===== src/rtl/core/fct_pkg.sv =====
// ----------------------------------------------------------------------------
// fct_pkg: shared types and constants of the framed command tokenizer
// Holds default sizes, register indexes, status codes and controller states.
// ----------------------------------------------------------------------------
`default_nettype none
package fct_pkg;

   localparam int LINE_DEPTH_DEF    = 32;
   localparam int TABLE_ENTRIES_DEF = 4;
   localparam int NAME_CHARS_DEF    = 8;

   localparam int CSR_IDX_W = 3;
   localparam int CSR_DATA_W = 64;

   localparam logic [CSR_IDX_W-1:0] REG_FRAMING  = 3'd0;
   localparam logic [CSR_IDX_W-1:0] REG_NAME_0   = 3'd1;
   localparam logic [CSR_IDX_W-1:0] REG_NAME_1   = 3'd2;
   localparam logic [CSR_IDX_W-1:0] REG_NAME_2   = 3'd3;
   localparam logic [CSR_IDX_W-1:0] REG_NAME_3   = 3'd4;
   localparam logic [CSR_IDX_W-1:0] REG_ARG_CNT  = 3'd5;
   localparam logic [CSR_IDX_W-1:0] REG_IN_USE   = 3'd6;

   localparam logic [23:0] FRAMING_RESET = 24'd2893860;

   localparam logic [1:0] ST_MATCH    = 2'd0;
   localparam logic [1:0] ST_NO_MATCH = 2'd1;
   localparam logic [1:0] ST_BAD_ARGS = 2'd2;
   localparam logic [1:0] ST_OVERFLOW = 2'd3;

   localparam logic KIND_HEADER = 1'b0;
   localparam logic KIND_ARG    = 1'b1;

   typedef enum logic [2:0] {
      S_IDLE,
      S_SCAN,
      S_MATCH,
      S_HEADER,
      S_ARG_RD,
      S_ARG_OUT
   } state_type;

   // controller -> datapath
   typedef struct packed {
      logic store;      // write char into the line
      logic open;       // start char: clear line, open frame
      logic drop;       // full line: set overflow
      logic scan_start; // reset scan pointer and counters
      logic scan_step;  // examine one stored byte
      logic match_step; // compare one table entry
      logic arg_start;  // point at first argument byte
      logic arg_step;   // advance argument pointer
      logic close;      // end of frame cleanup
      logic rsp_load;   // load output register
      logic rsp_kind;
      logic rsp_last;
   } ctl_type;

   // datapath -> controller
   typedef struct packed {
      logic is_start;
      logic is_end;
      logic in_frame;
      logic nonzero;
      logic full;
      logic scan_done;
      logic match_done;
      logic has_args;   // header followed by argument bytes
      logic arg_last;   // current argument byte is the last line byte
   } sts_type;

endpackage
`default_nettype wire


===== src/rtl/core/fct_ram.sv =====
// ----------------------------------------------------------------------------
// fct_ram: generic single-port-write, single-port-read RAM
// Registered read data; contents undefined until written.
// ----------------------------------------------------------------------------
`default_nettype none
module fct_ram #(
   parameter int WIDTH = 8,
   parameter int DEPTH = 32
) (
   input  wire logic                     clock,
   input  wire logic                     wr_en,
   input  wire logic [$clog2(DEPTH)-1:0] wr_addr,
   input  wire logic [WIDTH-1:0]         wr_data,
   input  wire logic [$clog2(DEPTH)-1:0] rd_addr,
   output logic      [WIDTH-1:0]         rd_data
);
   logic [WIDTH-1:0] mem_ff [DEPTH];

   always_ff @(posedge clock) begin
      if (wr_en) begin
         mem_ff[wr_addr] <= wr_data;
      end
      rd_data <= mem_ff[rd_addr];
   end
endmodule
`default_nettype wire


===== src/rtl/core/fct_ctrl.sv =====
// ----------------------------------------------------------------------------
// fct_ctrl: frame controller
// Sequences character intake, line scan, table match and result emission.
// ----------------------------------------------------------------------------
`default_nettype none
module fct_ctrl (
   input  wire logic             clock,
   input  wire logic             reset,
   input  wire logic             req_valid,
   output logic                  req_stall,
   input  wire logic             out_busy,
   input  wire fct_pkg::sts_type sts,
   output fct_pkg::ctl_type      ctl
);
   fct_pkg::state_type state_ff, state_in;

   always_ff @(posedge clock) begin
      if (reset) begin
         state_ff <= fct_pkg::S_IDLE;
      end else begin
         state_ff <= state_in;
      end
   end

   always_comb begin
      state_in = state_ff;
      unique case (state_ff)
         fct_pkg::S_IDLE: begin
            if (req_valid && sts.is_end && !sts.is_start) begin
               state_in = fct_pkg::S_SCAN;
            end
         end
         fct_pkg::S_SCAN: begin
            if (sts.scan_done) state_in = fct_pkg::S_MATCH;
         end
         fct_pkg::S_MATCH: begin
            if (sts.match_done) state_in = fct_pkg::S_HEADER;
         end
         fct_pkg::S_HEADER: begin
            if (!out_busy) begin
               state_in = sts.has_args ? fct_pkg::S_ARG_RD : fct_pkg::S_IDLE;
            end
         end
         fct_pkg::S_ARG_RD: state_in = fct_pkg::S_ARG_OUT;
         fct_pkg::S_ARG_OUT: begin
            if (!out_busy) begin
               state_in = sts.arg_last ? fct_pkg::S_IDLE : fct_pkg::S_ARG_RD;
            end
         end
         default: state_in = fct_pkg::S_IDLE;
      endcase
   end

   always_comb begin
      ctl = '0;
      req_stall = 1'b1;
      unique case (state_ff)
         fct_pkg::S_IDLE: begin
            req_stall = 1'b0;
            if (req_valid) begin
               if (sts.is_start) begin
                  ctl.open = 1'b1;
               end else if (sts.is_end) begin
                  ctl.scan_start = 1'b1;
               end else if (sts.in_frame && sts.nonzero) begin
                  ctl.store = !sts.full;
                  ctl.drop  = sts.full;
               end
            end
         end
         fct_pkg::S_SCAN:  ctl.scan_step  = 1'b1;
         fct_pkg::S_MATCH: ctl.match_step = 1'b1;
         fct_pkg::S_HEADER: begin
            if (!out_busy) begin
               ctl.rsp_load  = 1'b1;
               ctl.rsp_kind  = fct_pkg::KIND_HEADER;
               ctl.rsp_last  = !sts.has_args;
               ctl.arg_start = 1'b1;
               ctl.close     = !sts.has_args;
            end
         end
         fct_pkg::S_ARG_RD: ;
         fct_pkg::S_ARG_OUT: begin
            if (!out_busy) begin
               ctl.rsp_load = 1'b1;
               ctl.rsp_kind = fct_pkg::KIND_ARG;
               ctl.rsp_last = sts.arg_last;
               ctl.arg_step = 1'b1;
               ctl.close    = sts.arg_last;
            end
         end
         default: ;
      endcase
   end
endmodule
`default_nettype wire


===== src/rtl/core/fct_datapath.sv =====
// ----------------------------------------------------------------------------
// fct_datapath: line buffer, scan counters, name matcher and result register
// Stores frame bytes, counts delimiters, matches the name and drives results.
// ----------------------------------------------------------------------------
`default_nettype none
module fct_datapath #(
   parameter int LINE_DEPTH    = fct_pkg::LINE_DEPTH_DEF,
   parameter int TABLE_ENTRIES = fct_pkg::TABLE_ENTRIES_DEF,
   parameter int NAME_CHARS    = fct_pkg::NAME_CHARS_DEF
) (
   input  wire logic                          clock,
   input  wire logic                          reset,
   input  wire logic [7:0]                    char_in,
   input  wire logic                          csr_we,
   input  wire logic [fct_pkg::CSR_IDX_W-1:0] csr_index,
   input  wire logic [fct_pkg::CSR_DATA_W-1:0] csr_data,
   input  wire fct_pkg::ctl_type              ctl,
   output fct_pkg::sts_type                   sts,
   input  wire logic                          rsp_stall,
   output logic                               rsp_valid,
   output logic                               rsp_item_kind,
   output logic [1:0]                         rsp_status,
   output logic [1:0]                         rsp_command_index,
   output logic [5:0]                         rsp_arg_count,
   output logic [7:0]                         rsp_arg_byte,
   output logic                               rsp_is_separator,
   output logic                               rsp_last
);
   localparam int AW = $clog2(LINE_DEPTH);
   localparam int FW = $clog2(LINE_DEPTH + 1);
   localparam int EW = (TABLE_ENTRIES > 1) ? $clog2(TABLE_ENTRIES) : 1;
   localparam int NW = $clog2(NAME_CHARS + 1);

   // configuration
   logic [23:0] framing_ff;
   logic [63:0] names_ff [4];
   logic [31:0] exp_cnt_ff;
   logic [2:0]  in_use_ff;

   always_ff @(posedge clock) begin
      if (reset) begin
         framing_ff <= fct_pkg::FRAMING_RESET;
         for (int k = 0; k < 4; k++) names_ff[k] <= '0;
         exp_cnt_ff <= '0;
         in_use_ff  <= '0;
      end else if (csr_we) begin
         unique case (csr_index)
            fct_pkg::REG_FRAMING: framing_ff <= csr_data[23:0];
            fct_pkg::REG_NAME_0:  names_ff[0] <= csr_data;
            fct_pkg::REG_NAME_1:  names_ff[1] <= csr_data;
            fct_pkg::REG_NAME_2:  names_ff[2] <= csr_data;
            fct_pkg::REG_NAME_3:  names_ff[3] <= csr_data;
            fct_pkg::REG_ARG_CNT: exp_cnt_ff <= csr_data[31:0];
            fct_pkg::REG_IN_USE:  in_use_ff <= csr_data[2:0];
            default: ;
         endcase
      end
   end

   wire logic [7:0] start_c = framing_ff[7:0];
   wire logic [7:0] end_c   = framing_ff[15:8];
   wire logic [7:0] delim   = framing_ff[23:16];

   // frame state
   logic [FW-1:0] fill_ff;
   logic          in_frame_ff, ovf_ff;

   // scan state
   logic [FW-1:0] ptr_ff;        // scan / argument pointer
   logic          rd_pend_ff;    // RAM read data valid
   logic [FW-1:0] rd_idx_ff;     // index of byte in rd_data
   logic [5:0]    delims_ff;
   logic          has_delim_ff;
   logic [FW-1:0] name_len_ff;
   logic [63:0]   name_buf_ff;   // first NAME_CHARS line bytes
   logic          scan_done_ff;

   // match state
   logic [2:0]    ent_ff;
   logic          found_ff;
   logic [1:0]    idx_ff;
   logic [1:0]    st_ff;

   // one table entry compare per cycle
   logic [2:0]  used;
   logic [63:0] ent_name;
   logic [7:0]  exp_byte;
   logic        entry_ok;
   logic [NW-1:0] ent_len;
   logic        len_hit, bytes_eq;

   logic [7:0]    rd_data;
   logic [AW-1:0] rd_addr;

   assign rd_addr = ptr_ff[AW-1:0];

   fct_ram #(.WIDTH(8), .DEPTH(LINE_DEPTH)) u_line (
      .clock   (clock),
      .wr_en   (ctl.store),
      .wr_addr (fill_ff[AW-1:0]),
      .wr_data (char_in),
      .rd_addr (rd_addr),
      .rd_data (rd_data)
   );

   always_ff @(posedge clock) begin
      if (reset) begin
         fill_ff     <= '0;
         in_frame_ff <= 1'b0;
         ovf_ff      <= 1'b0;
      end else if (ctl.open) begin
         fill_ff     <= '0;
         in_frame_ff <= 1'b1;
         ovf_ff      <= 1'b0;
      end else if (ctl.close) begin
         fill_ff     <= '0;
         in_frame_ff <= 1'b0;
         ovf_ff      <= 1'b0;
      end else if (ctl.store) begin
         fill_ff <= fill_ff + FW'(1);
      end else if (ctl.drop) begin
         ovf_ff <= 1'b1;
      end
   end

   // Line scan: one RAM read per cycle; each byte arrives in the next cycle.
   logic [5:0] name_len_ext;
   assign name_len_ext = 6'(name_len_ff);

   always_ff @(posedge clock) begin
      if (reset) begin
         rd_pend_ff   <= 1'b0;
         scan_done_ff <= 1'b0;
      end else if (ctl.scan_start) begin
         ptr_ff       <= '0;
         rd_pend_ff   <= 1'b0;
         delims_ff    <= '0;
         has_delim_ff <= 1'b0;
         name_len_ff  <= fill_ff;
         name_buf_ff  <= '0;
         scan_done_ff <= 1'b0;
         ent_ff       <= '0;
         found_ff     <= 1'b0;
         idx_ff       <= '0;
         st_ff        <= ovf_ff ? fct_pkg::ST_OVERFLOW : fct_pkg::ST_NO_MATCH;
      end else if (ctl.scan_step) begin
         if (ptr_ff < fill_ff) begin
            ptr_ff <= ptr_ff + FW'(1);
         end
         rd_pend_ff <= (ptr_ff < fill_ff);
         rd_idx_ff  <= ptr_ff;
         if (rd_pend_ff) begin
            if (rd_data == delim) begin
               delims_ff <= delims_ff + 6'd1;
               if (!has_delim_ff) begin
                  has_delim_ff <= 1'b1;
                  name_len_ff  <= rd_idx_ff;
               end
            end
            if (32'(rd_idx_ff) < NAME_CHARS) begin
               name_buf_ff[8*rd_idx_ff[2:0] +: 8] <= rd_data;
            end
         end
         scan_done_ff <= !rd_pend_ff && !(ptr_ff < fill_ff);
      end else if (ctl.match_step) begin
         ent_ff <= ent_ff + 3'd1;
         if (!found_ff && !ovf_ff && entry_ok) begin
            found_ff <= 1'b1;
            idx_ff   <= ent_ff[1:0];
            st_ff    <= (exp_byte == {2'b00, delims_ff}) ? fct_pkg::ST_MATCH
                                                        : fct_pkg::ST_BAD_ARGS;
         end
      end else if (ctl.arg_start) begin
         ptr_ff <= name_len_ff + FW'(1);
      end else if (ctl.arg_step) begin
         ptr_ff <= ptr_ff + FW'(1);
      end
   end

   assign used = (32'(in_use_ff) > TABLE_ENTRIES) ? 3'(TABLE_ENTRIES) : in_use_ff;
   assign ent_name = names_ff[ent_ff[1:0]];
   assign exp_byte = exp_cnt_ff[8*ent_ff[1:0] +: 8];

   always_comb begin
      ent_len  = NW'(NAME_CHARS);
      bytes_eq = 1'b1;
      for (int i = NAME_CHARS - 1; i >= 0; i--) begin
         if (ent_name[8*i +: 8] == 8'd0) ent_len = NW'(i);
      end
      for (int i = 0; i < NAME_CHARS; i++) begin
         if (NW'(i) < ent_len && ent_name[8*i +: 8] != name_buf_ff[8*i +: 8]) begin
            bytes_eq = 1'b0;
         end
      end
      len_hit  = (name_len_ext == 6'(ent_len));
      entry_ok = (ent_ff < used) && len_hit && bytes_eq;
   end

   assign sts.is_start   = (char_in == start_c);
   assign sts.is_end     = (char_in == end_c);
   assign sts.in_frame   = in_frame_ff;
   assign sts.nonzero    = (char_in != 8'd0);
   assign sts.full       = (32'(fill_ff) >= LINE_DEPTH);
   assign sts.scan_done  = scan_done_ff;
   assign sts.match_done = (ent_ff >= 3'(TABLE_ENTRIES - 1)) || found_ff || ovf_ff;
   assign sts.has_args   = (st_ff == fct_pkg::ST_MATCH) && has_delim_ff &&
                           (32'(name_len_ff) + 1 < 32'(fill_ff));
   assign sts.arg_last   = (32'(ptr_ff) + 1 == 32'(fill_ff));

   // result register
   always_ff @(posedge clock) begin
      if (reset) begin
         rsp_valid <= 1'b0;
      end else if (ctl.rsp_load) begin
         rsp_valid <= 1'b1;
      end else if (!rsp_stall) begin
         rsp_valid <= 1'b0;
      end
   end

   always_ff @(posedge clock) begin
      if (ctl.rsp_load) begin
         rsp_item_kind     <= ctl.rsp_kind;
         rsp_status        <= st_ff;
         rsp_command_index <= found_ff ? idx_ff : 2'd0;
         rsp_arg_count     <= delims_ff;
         rsp_arg_byte      <= ctl.rsp_kind ? rd_data : 8'd0;
         rsp_is_separator  <= ctl.rsp_kind && (rd_data == delim);
         rsp_last          <= ctl.rsp_last;
      end
   end
endmodule
`default_nettype wire


===== src/rtl/core/framed_command_tokenizer.sv =====
// ----------------------------------------------------------------------------
// framed_command_tokenizer: framed serial command parser
// Buffers a framed line, matches its name against a small table and emits
// a status header plus the argument bytes.
// ----------------------------------------------------------------------------
//
//  channel  direction  handshake          payload
//  req_     in         valid / stall      char_in
//  rsp_     out        valid / stall      kind, status, index, count, byte,
//                                         separator, last
//  csr_     in         valid / ready      index, data
//
// An end character scans the line through the buffer's single read port, then
// matches one table entry a cycle (up to TABLE_ENTRIES entries), then emits
// one header and, for each argument byte, a buffer read and then an output
// register load.
// Reset is synchronous and clears frame state and configuration registers; no buffer clear.
// A stalled result holds the output register; input stalls while parsing.
`default_nettype none
module framed_command_tokenizer #(
   parameter int LINE_DEPTH    = fct_pkg::LINE_DEPTH_DEF,
   parameter int TABLE_ENTRIES = fct_pkg::TABLE_ENTRIES_DEF,
   parameter int NAME_CHARS    = fct_pkg::NAME_CHARS_DEF
) (
   input  wire logic                           clock,
   input  wire logic                           reset,
   input  wire logic                           req_valid,
   output logic                                req_stall,
   input  wire logic [7:0]                     req_char_in,
   output logic                                rsp_valid,
   input  wire logic                           rsp_stall,
   output logic                                rsp_item_kind,
   output logic [1:0]                          rsp_status,
   output logic [1:0]                          rsp_command_index,
   output logic [5:0]                          rsp_arg_count,
   output logic [7:0]                          rsp_arg_byte,
   output logic                                rsp_is_separator,
   output logic                                rsp_last,
   input  wire logic                           csr_valid,
   output logic                                csr_ready,
   input  wire logic [fct_pkg::CSR_IDX_W-1:0]  csr_index,
   input  wire logic [fct_pkg::CSR_DATA_W-1:0] csr_data
);
   fct_pkg::ctl_type ctl;
   fct_pkg::sts_type sts;
   logic             out_busy;

   // always take configuration writes; the user must let them arrive only while idle, unchecked here
   assign csr_ready = 1'b1;

   // hold a new result while the previous one still waits
   assign out_busy = rsp_valid && rsp_stall;

   fct_ctrl u_ctrl (
      .clock     (clock),
      .reset     (reset),
      .req_valid (req_valid),
      .req_stall (req_stall),
      .out_busy  (out_busy),
      .sts       (sts),
      .ctl       (ctl)
   );

   fct_datapath #(
      .LINE_DEPTH    (LINE_DEPTH),
      .TABLE_ENTRIES (TABLE_ENTRIES),
      .NAME_CHARS    (NAME_CHARS)
   ) u_dp (
      .clock             (clock),
      .reset             (reset),
      .char_in           (req_char_in),
      .csr_we            (csr_valid && csr_ready),
      .csr_index         (csr_index),
      .csr_data          (csr_data),
      .ctl               (ctl),
      .sts               (sts),
      .rsp_stall         (rsp_stall),
      .rsp_valid         (rsp_valid),
      .rsp_item_kind     (rsp_item_kind),
      .rsp_status        (rsp_status),
      .rsp_command_index (rsp_command_index),
      .rsp_arg_count     (rsp_arg_count),
      .rsp_arg_byte      (rsp_arg_byte),
      .rsp_is_separator  (rsp_is_separator),
      .rsp_last          (rsp_last)
   );
endmodule
`default_nettype wire

===== config.mk =====
export PLATFORM = sky130hd
export DESIGN_NAME = framed_command_tokenizer
export DESIGN_NICKNAME = d
export VERILOG_FILES = /design/src/rtl/core/fct_pkg.sv /design/src/rtl/core/fct_ram.sv /design/src/rtl/core/fct_ctrl.sv /design/src/rtl/core/fct_datapath.sv /design/src/rtl/core/framed_command_tokenizer.sv
export SDC_FILE = /design/constraint.sdc
export NUM_CORES = 1
export LEC_CHECK = 0
export CAP_MARGIN = 0
export CORE_MARGIN = 2
export CORE_UTILIZATION = 45
export DETAILED_ROUTE_END_ITERATION = 12
export DONT_BUFFER_PORTS = 1
export GPL_ROUTABILITY_DRIVEN = 1
export PLACE_DENSITY_LB_ADDON = 0.08
export SYNTH_ARGS = -nofsm -noshare
export SYNTH_HDL_FRONTEND = slang
export SYNTH_SLANG_ARGS = --single-unit

===== constraint.sdc =====
create_clock -name clock -period 6.04 [get_ports clock]
set_input_delay 0.302 -clock clock [delete_from_list [all_inputs] [get_ports clock]]
set_output_delay 0.302 -clock clock [all_outputs]
set_load 0.005 [all_outputs]

Yosys cells after proc, flatten, opt, wreduce, memory -nomap -nowiden
Memories as Yosys holds them, arrays and structs flattened. A register that Yosys moved wholly into a read port is not among the register bits.
Index checks and enable logic that the tools add are counted.
{"block": "word_totals", "mem_bits_ro": 0, "memories": 2, "output_inout_bits": 24, "latch_bits": 0, "ramBits": 512, "ff_bits": 191}
{"block": "op_classes", "muxes": 108, "n_mul": 0, "reduce_logical": 63, "bitwise_logic": 7, "div": 0, "eq_ne": 35, "shift": 3, "add_sub_neg": 8, "order_cmp": 15}
{"name": "u_dp.names_ff", "depth": 4, "word_bits": 64, "read_ports": 1, "rd_ports_with_merged_regs": 1, "wr": 4, "line": "fct_datapath.sv:36", "source": "logic [63:0] names_ff [4];"}
{"name": "u_dp.u_line.mem_ff", "depth": 32, "word_bits": 8, "read_ports": 1, "rd_ports_with_merged_regs": 1, "wr": 1, "line": "fct_ram.sv:17", "source": "logic [WIDTH-1:0] mem_ff [DEPTH];"}
{"operator": "64-bit 2-to-1 mux", "n": 7}
{"operator": "6-bit 2-to-1 mux", "n": 13}
{"operator": "64-bit bitwise mux", "n": 1}
{"operator": "8-bit logical NOT", "n": 8}
{"operator": "8-bit != test", "n": 8}
{"operator": "8-bit by 34-bit variable shift with 64-bit output (first input constant)", "n": 1}
{"operator": "8-bit by 34-bit variable part select with 64-bit output", "n": 1}
{"operator": "1-bit 2-to-1 mux", "n": 51}
{"operator": "4-bit 2-to-1 mux", "n": 11}
{"operator": "6-bit negation with 34-bit output", "n": 1}
{"operator": "32-bit by 6-bit == test with 1-bit output", "n": 1}
{"operator": "32-bit by 6-bit < comparator with 1-bit output", "n": 1}
{"operator": "32-bit by 6-bit variable part select with 8-bit output", "n": 1}
{"operator": "3-bit 2-to-1 mux", "n": 10}
{"operator": "6-bit by 1-bit adder with 6-bit output (second input constant)", "n": 4}
{"operator": "8-bit == test", "n": 3}
{"operator": "2-bit 2-to-1 mux", "n": 12}
{"operator": "1-bit logical AND", "n": 20}
{"operator": "3-bit one-hot mux with 6 select lines", "n": 1}
{"operator": "3-bit by 4-bit < comparator with 1-bit output (first input constant)", "n": 4}
{"operator": "4-bit AND reduction", "n": 4}
{"operator": "3-bit == test (second input constant)", "n": 5}
{"operator": "6-bit by 1-bit adder with 7-bit output (second input constant)", "n": 2}
{"operator": "2-bit nonzero test", "n": 7}
{"operator": "other kinds (31)", "n": 62}

Depth between registers and ports, before layout
{"block": "logic_depth", "word_depth": 25, "depth_mapped": 14, "ltp_nobuf": 11}

Hierarchy
A second synthesis with hierarchy kept.
{"block": "hier_totals", "cells_unflattened": 2163, "hier_area_um2": 31596.6}
{"mod": "fct_datapath", "instances": 1, "area_each_um2": 21174.1, "seq_area_each_um2": 12672.2, "cells_per_inst": 1695}
{"mod": "fct_ram", "instances": 1, "area_each_um2": 10053.4, "seq_area_each_um2": 7847.5, "cells_per_inst": 417}
{"mod": "fct_ctrl", "instances": 1, "area_each_um2": 351.6, "seq_area_each_um2": 60.1, "cells_per_inst": 48}
{"mod": "framed_command_tokenizer", "instances": 1, "area_each_um2": 17.5, "seq_area_each_um2": 0.0, "cells_per_inst": 3}

Worst setup path before layout
OpenSTA, ideal clock, no wires.
{"block": "synth_timing", "kind": "input -> register", "startpoint": "input csr_valid", "endpoint": "memory u_dp.names_ff[0][0] (enable)", "n_path_buf": 0, "path_stages": 2, "arrival_ns": 5.143, "slack_ns": 0.316, "setup_ns": 0.582, "cell_sequence": "nand2_1 o31ai_1"}
{"element": "start: declaration", "line": "framed_command_tokenizer.sv:39", "source": "input wire logic csr_valid,"}
{"element": "end: declaration", "line": "fct_datapath.sv:36"}

==> qor.yml <==
root_buffer: "clkbuf_16"
gr-total-overflow: 0
worstMarginPinSlew_ns: 1.23
drtPass1Iterations: 5
numCtsBuffers: 79
vias_per_cell: 5.64
critical-path-max-stage-delay_ns: 0.81
min_from: "reset"
cts_buffer_depth: 3
grt.total_usage_pct: 23.6
cts_tree: "built"
core_um2: 68900
fin_nets: 2412
power_density_nw_per_um2: 302
netlist_instances: 2237
die_x_um: 269
yosys_warnings: 0
rows: 96
slew_viol_final: 0
start_util_pct: 45.7
setup_slack_ns: 1.46
placed_cell_area_um2: 32400
cts.sinks: 713
hold_class: "in2reg"
antenna_found_initial: 10
status: "complete, no violations"
arrival_ns: 4.83
dieArea_um2: 72100
drc_errors: 0
ys_seq_area_share_pct: 65.4
max_slew_margin_pct: 17.9
fmax_mhz: 218
synth_flop_cell: "edfxtp_1"
synth_area_per_cell_um2: 14.1
finalNonFillerCells: 3314
total_power_mw: 10.9
timing.final.crit_share_pct: 75.9
ant_nets: 0
leakage_nw: 12.2
crit_chain: "mux4_1, xnor2_1, nand2_1, nor4_1, nand3_1, a21oi_1, o2111ai_1, a22oi_1, nand3_1, a21oi_1"
finish.utilization_pct: 52.3
syn_to_final_growth_pct: 14.4
synth_nets: 2341
fillers: 5880
grt_pass1_wl_um: 124000
drive_above_1_share_pct: 11.2
wl_per_cell_um: 25.3
synthesis.area_um2: 31500
critPathLaunchType: "register"
crit_required_ns: 6.29
setup_tns_ns: 0
grt_max_degree: 74
rsz0062_at_grt: "false"
setup_viol_count_final: 0
hold_ws_ns: 0.0398
synth_cell_type_count: 58
end_kind: "register"
hold_viol_final: 0
clock_latency_ns: 0.61
regArea_um2: 20600
clkTransAtPathRegs_ns: 0.07
htree_levels: 3
io_pins: 104
synth_seq_cells: 713
place_hpwl_um: 51000
slowest_stage: "dfxtp_4"
skew_ns: 0.0265
vias: 18700
numPortBuffers: 0
ir_drop_uv: 190
place_congestion: 0.830
wl_um: 83800
multi_input_area_um2: 10400
dieHeight_um: 269
drt_iter0_markers: 1794
synth_edf_count: 630
fin_crit_ns: 4.58
path_class: "reg2reg"
grt_pass1_vias: 18600
dp.cells: 3075
dpl_worst_slack_ns: 1.44
synthArstFlopShare_pct: 0
final_area_um2: 36000
critPathMaxFanout: 35
max_cap_viol_count: 0
## power by group
| group | internal (mW) | switching (mW) | total (mW) | leakage, nW |
|---|---|---|---|---|
| Combinational | 0.142 | 0.213 | 0.355 | 4.42 |
| Clock | 3.05 | 1.94 | 4.99 | 1.31 |
| Sequential | 5.47 | 0.0491 | 5.52 | 6.51 |
## routing by layer
| metal | wire length (um) | GRT usage [%] | up-vias | part of all wire (%) |
|---|---|---|---|---|
| li1 | - | - | 8477 | - |
| met1 | 38500 | 34.7 | 9513 | 46 |
| met2 | 37800 | 35.5 | 590 | 45 |
| met3 | 5500 | 4.91 | 98 | 6.6 |
| met4 | 1920 | 6.71 | 2 | 2.3 |
| met5 | 13 | 0 | - | 0.016 |
## state kept, by name, indices dropped and copies added (netlist names), 3 cells and up, named ones only
register	flops
u_dp.names_ff	256
u_dp.u_line.mem_ff	256
u_dp.name_buf_ff	64
u_dp.exp_cnt_ff	32
u_dp.framing_ff	24
u_dp.rsp_arg_byte	8
u_dp.u_line.rd_data	8
u_dp.delims_ff	6
u_dp.fill_ff	6
u_dp.name_len_ext	6
u_dp.ptr_ff	6
u_dp.rd_idx_ff	6
u_dp.rsp_arg_count	6
u_ctrl.state_ff	3
u_dp.ent_ff	3
u_dp.in_use_ff	3
## Yosys cell counts (all sizes together) (3+ instances only)
master,number,area (um2)
mux2,20,225
dfxtp,83,1660
o21a,5,37.5
nand2b,8,50.1
a22oi,4,30.0
mux2i,114,1140
xor2,50,438
nor4,29,194
inv,20,75.1
nand4,14,87.6
or4,8,60.1
nor2,169,634
nand3,34,170
xnor2,65,569
buf,40,263
nand2,190,713
nor2b,6,37.5
mux4,98,2260
a211oi,5,37.5
nor3,26,135
o21ai,46,230
o22ai,8,50.1
edfxtp,630,18900
and2,281,1760
clkbuf,78,293
or3,3,18.8
ha,24,300
and3,7,43.8
a21oi,110,551
o221ai,24,210
nand3b,5,37.5
nand4b,3,26.3
## worst max-delay path: cells and delay by family, from the launching register on
kind	cells	cell delay [ns]
AND/OR/NAND/NOR	4	1.42
multiplexers	1	0.69
XOR/XNOR	1	0.17
flip-flops	1	0.81
AO/OA/AOI/OAI	4	1.11
## logic make-up (layout without fill, tap and decap cells)
kind of cell / after synthesis / after routing / share of synthesized area, %
simple gates: 791 / 791 / 12.8
buf+inv: 140 / 277 / 2.03
fa+ha+maj: 24 / 24 / 0.954
compound gates: 221 / 221 / 4.14
other cells: 1 / 10 / 0.0119
flops: 713 / 713 / 65.4
mux: 232 / 232 / 11.5
xor+xnor: 115 / 115 / 3.20
## path summary, 6_finish.rpt
path / endpoint / slack (ns) / cells after the start
worst max-delay path: u_dp.st_ff[1]$_DFFE_PP_ / 1.46 / 10
worst min-delay path: u_dp.framing_ff[6]$_SDFFE_PP0P_ / 0.04 / 2
worst max register to register: u_dp.st_ff[1]$_DFFE_PP_ / 1.46 / 10
worst min register to register: u_dp.exp_cnt_ff[31]$_SDFFE_PP0P_ / 0.45 / 2
## layout make-up
cell class	instances	share of cell area, %
sequential	713	57.1
multi-input combinational	1384	28.8
clock buffer	113	6.31
tap	931	3.23
timing repair buffer	108	3.10
clock inverter	34	1.17
inverter	22	0.229
antenna	9	0.0625
## placed cells by master, fill, tap and decap left out, drive strengths merged, types with 29 or more instances in the layout
master and instances:
clkbuf 113, dfxtp 83, nor4 29, a21oi 110
nand2 190, buf 34, dlygate4sd3 74, nor2 169
xnor2 65, o21ai 46, and2 281, mux4 98
mux2i 114, nand3 34, xor2 50, edfxtp 630
## what timing repair did
item	CTS	global route
setup endpoints to repair	0	0
endpoints found under the hold margin	598	0
gates resized for setup	0	0
hold buffers	83	0
setup buffers	0	0
Power figures use the tool's default switching activity.
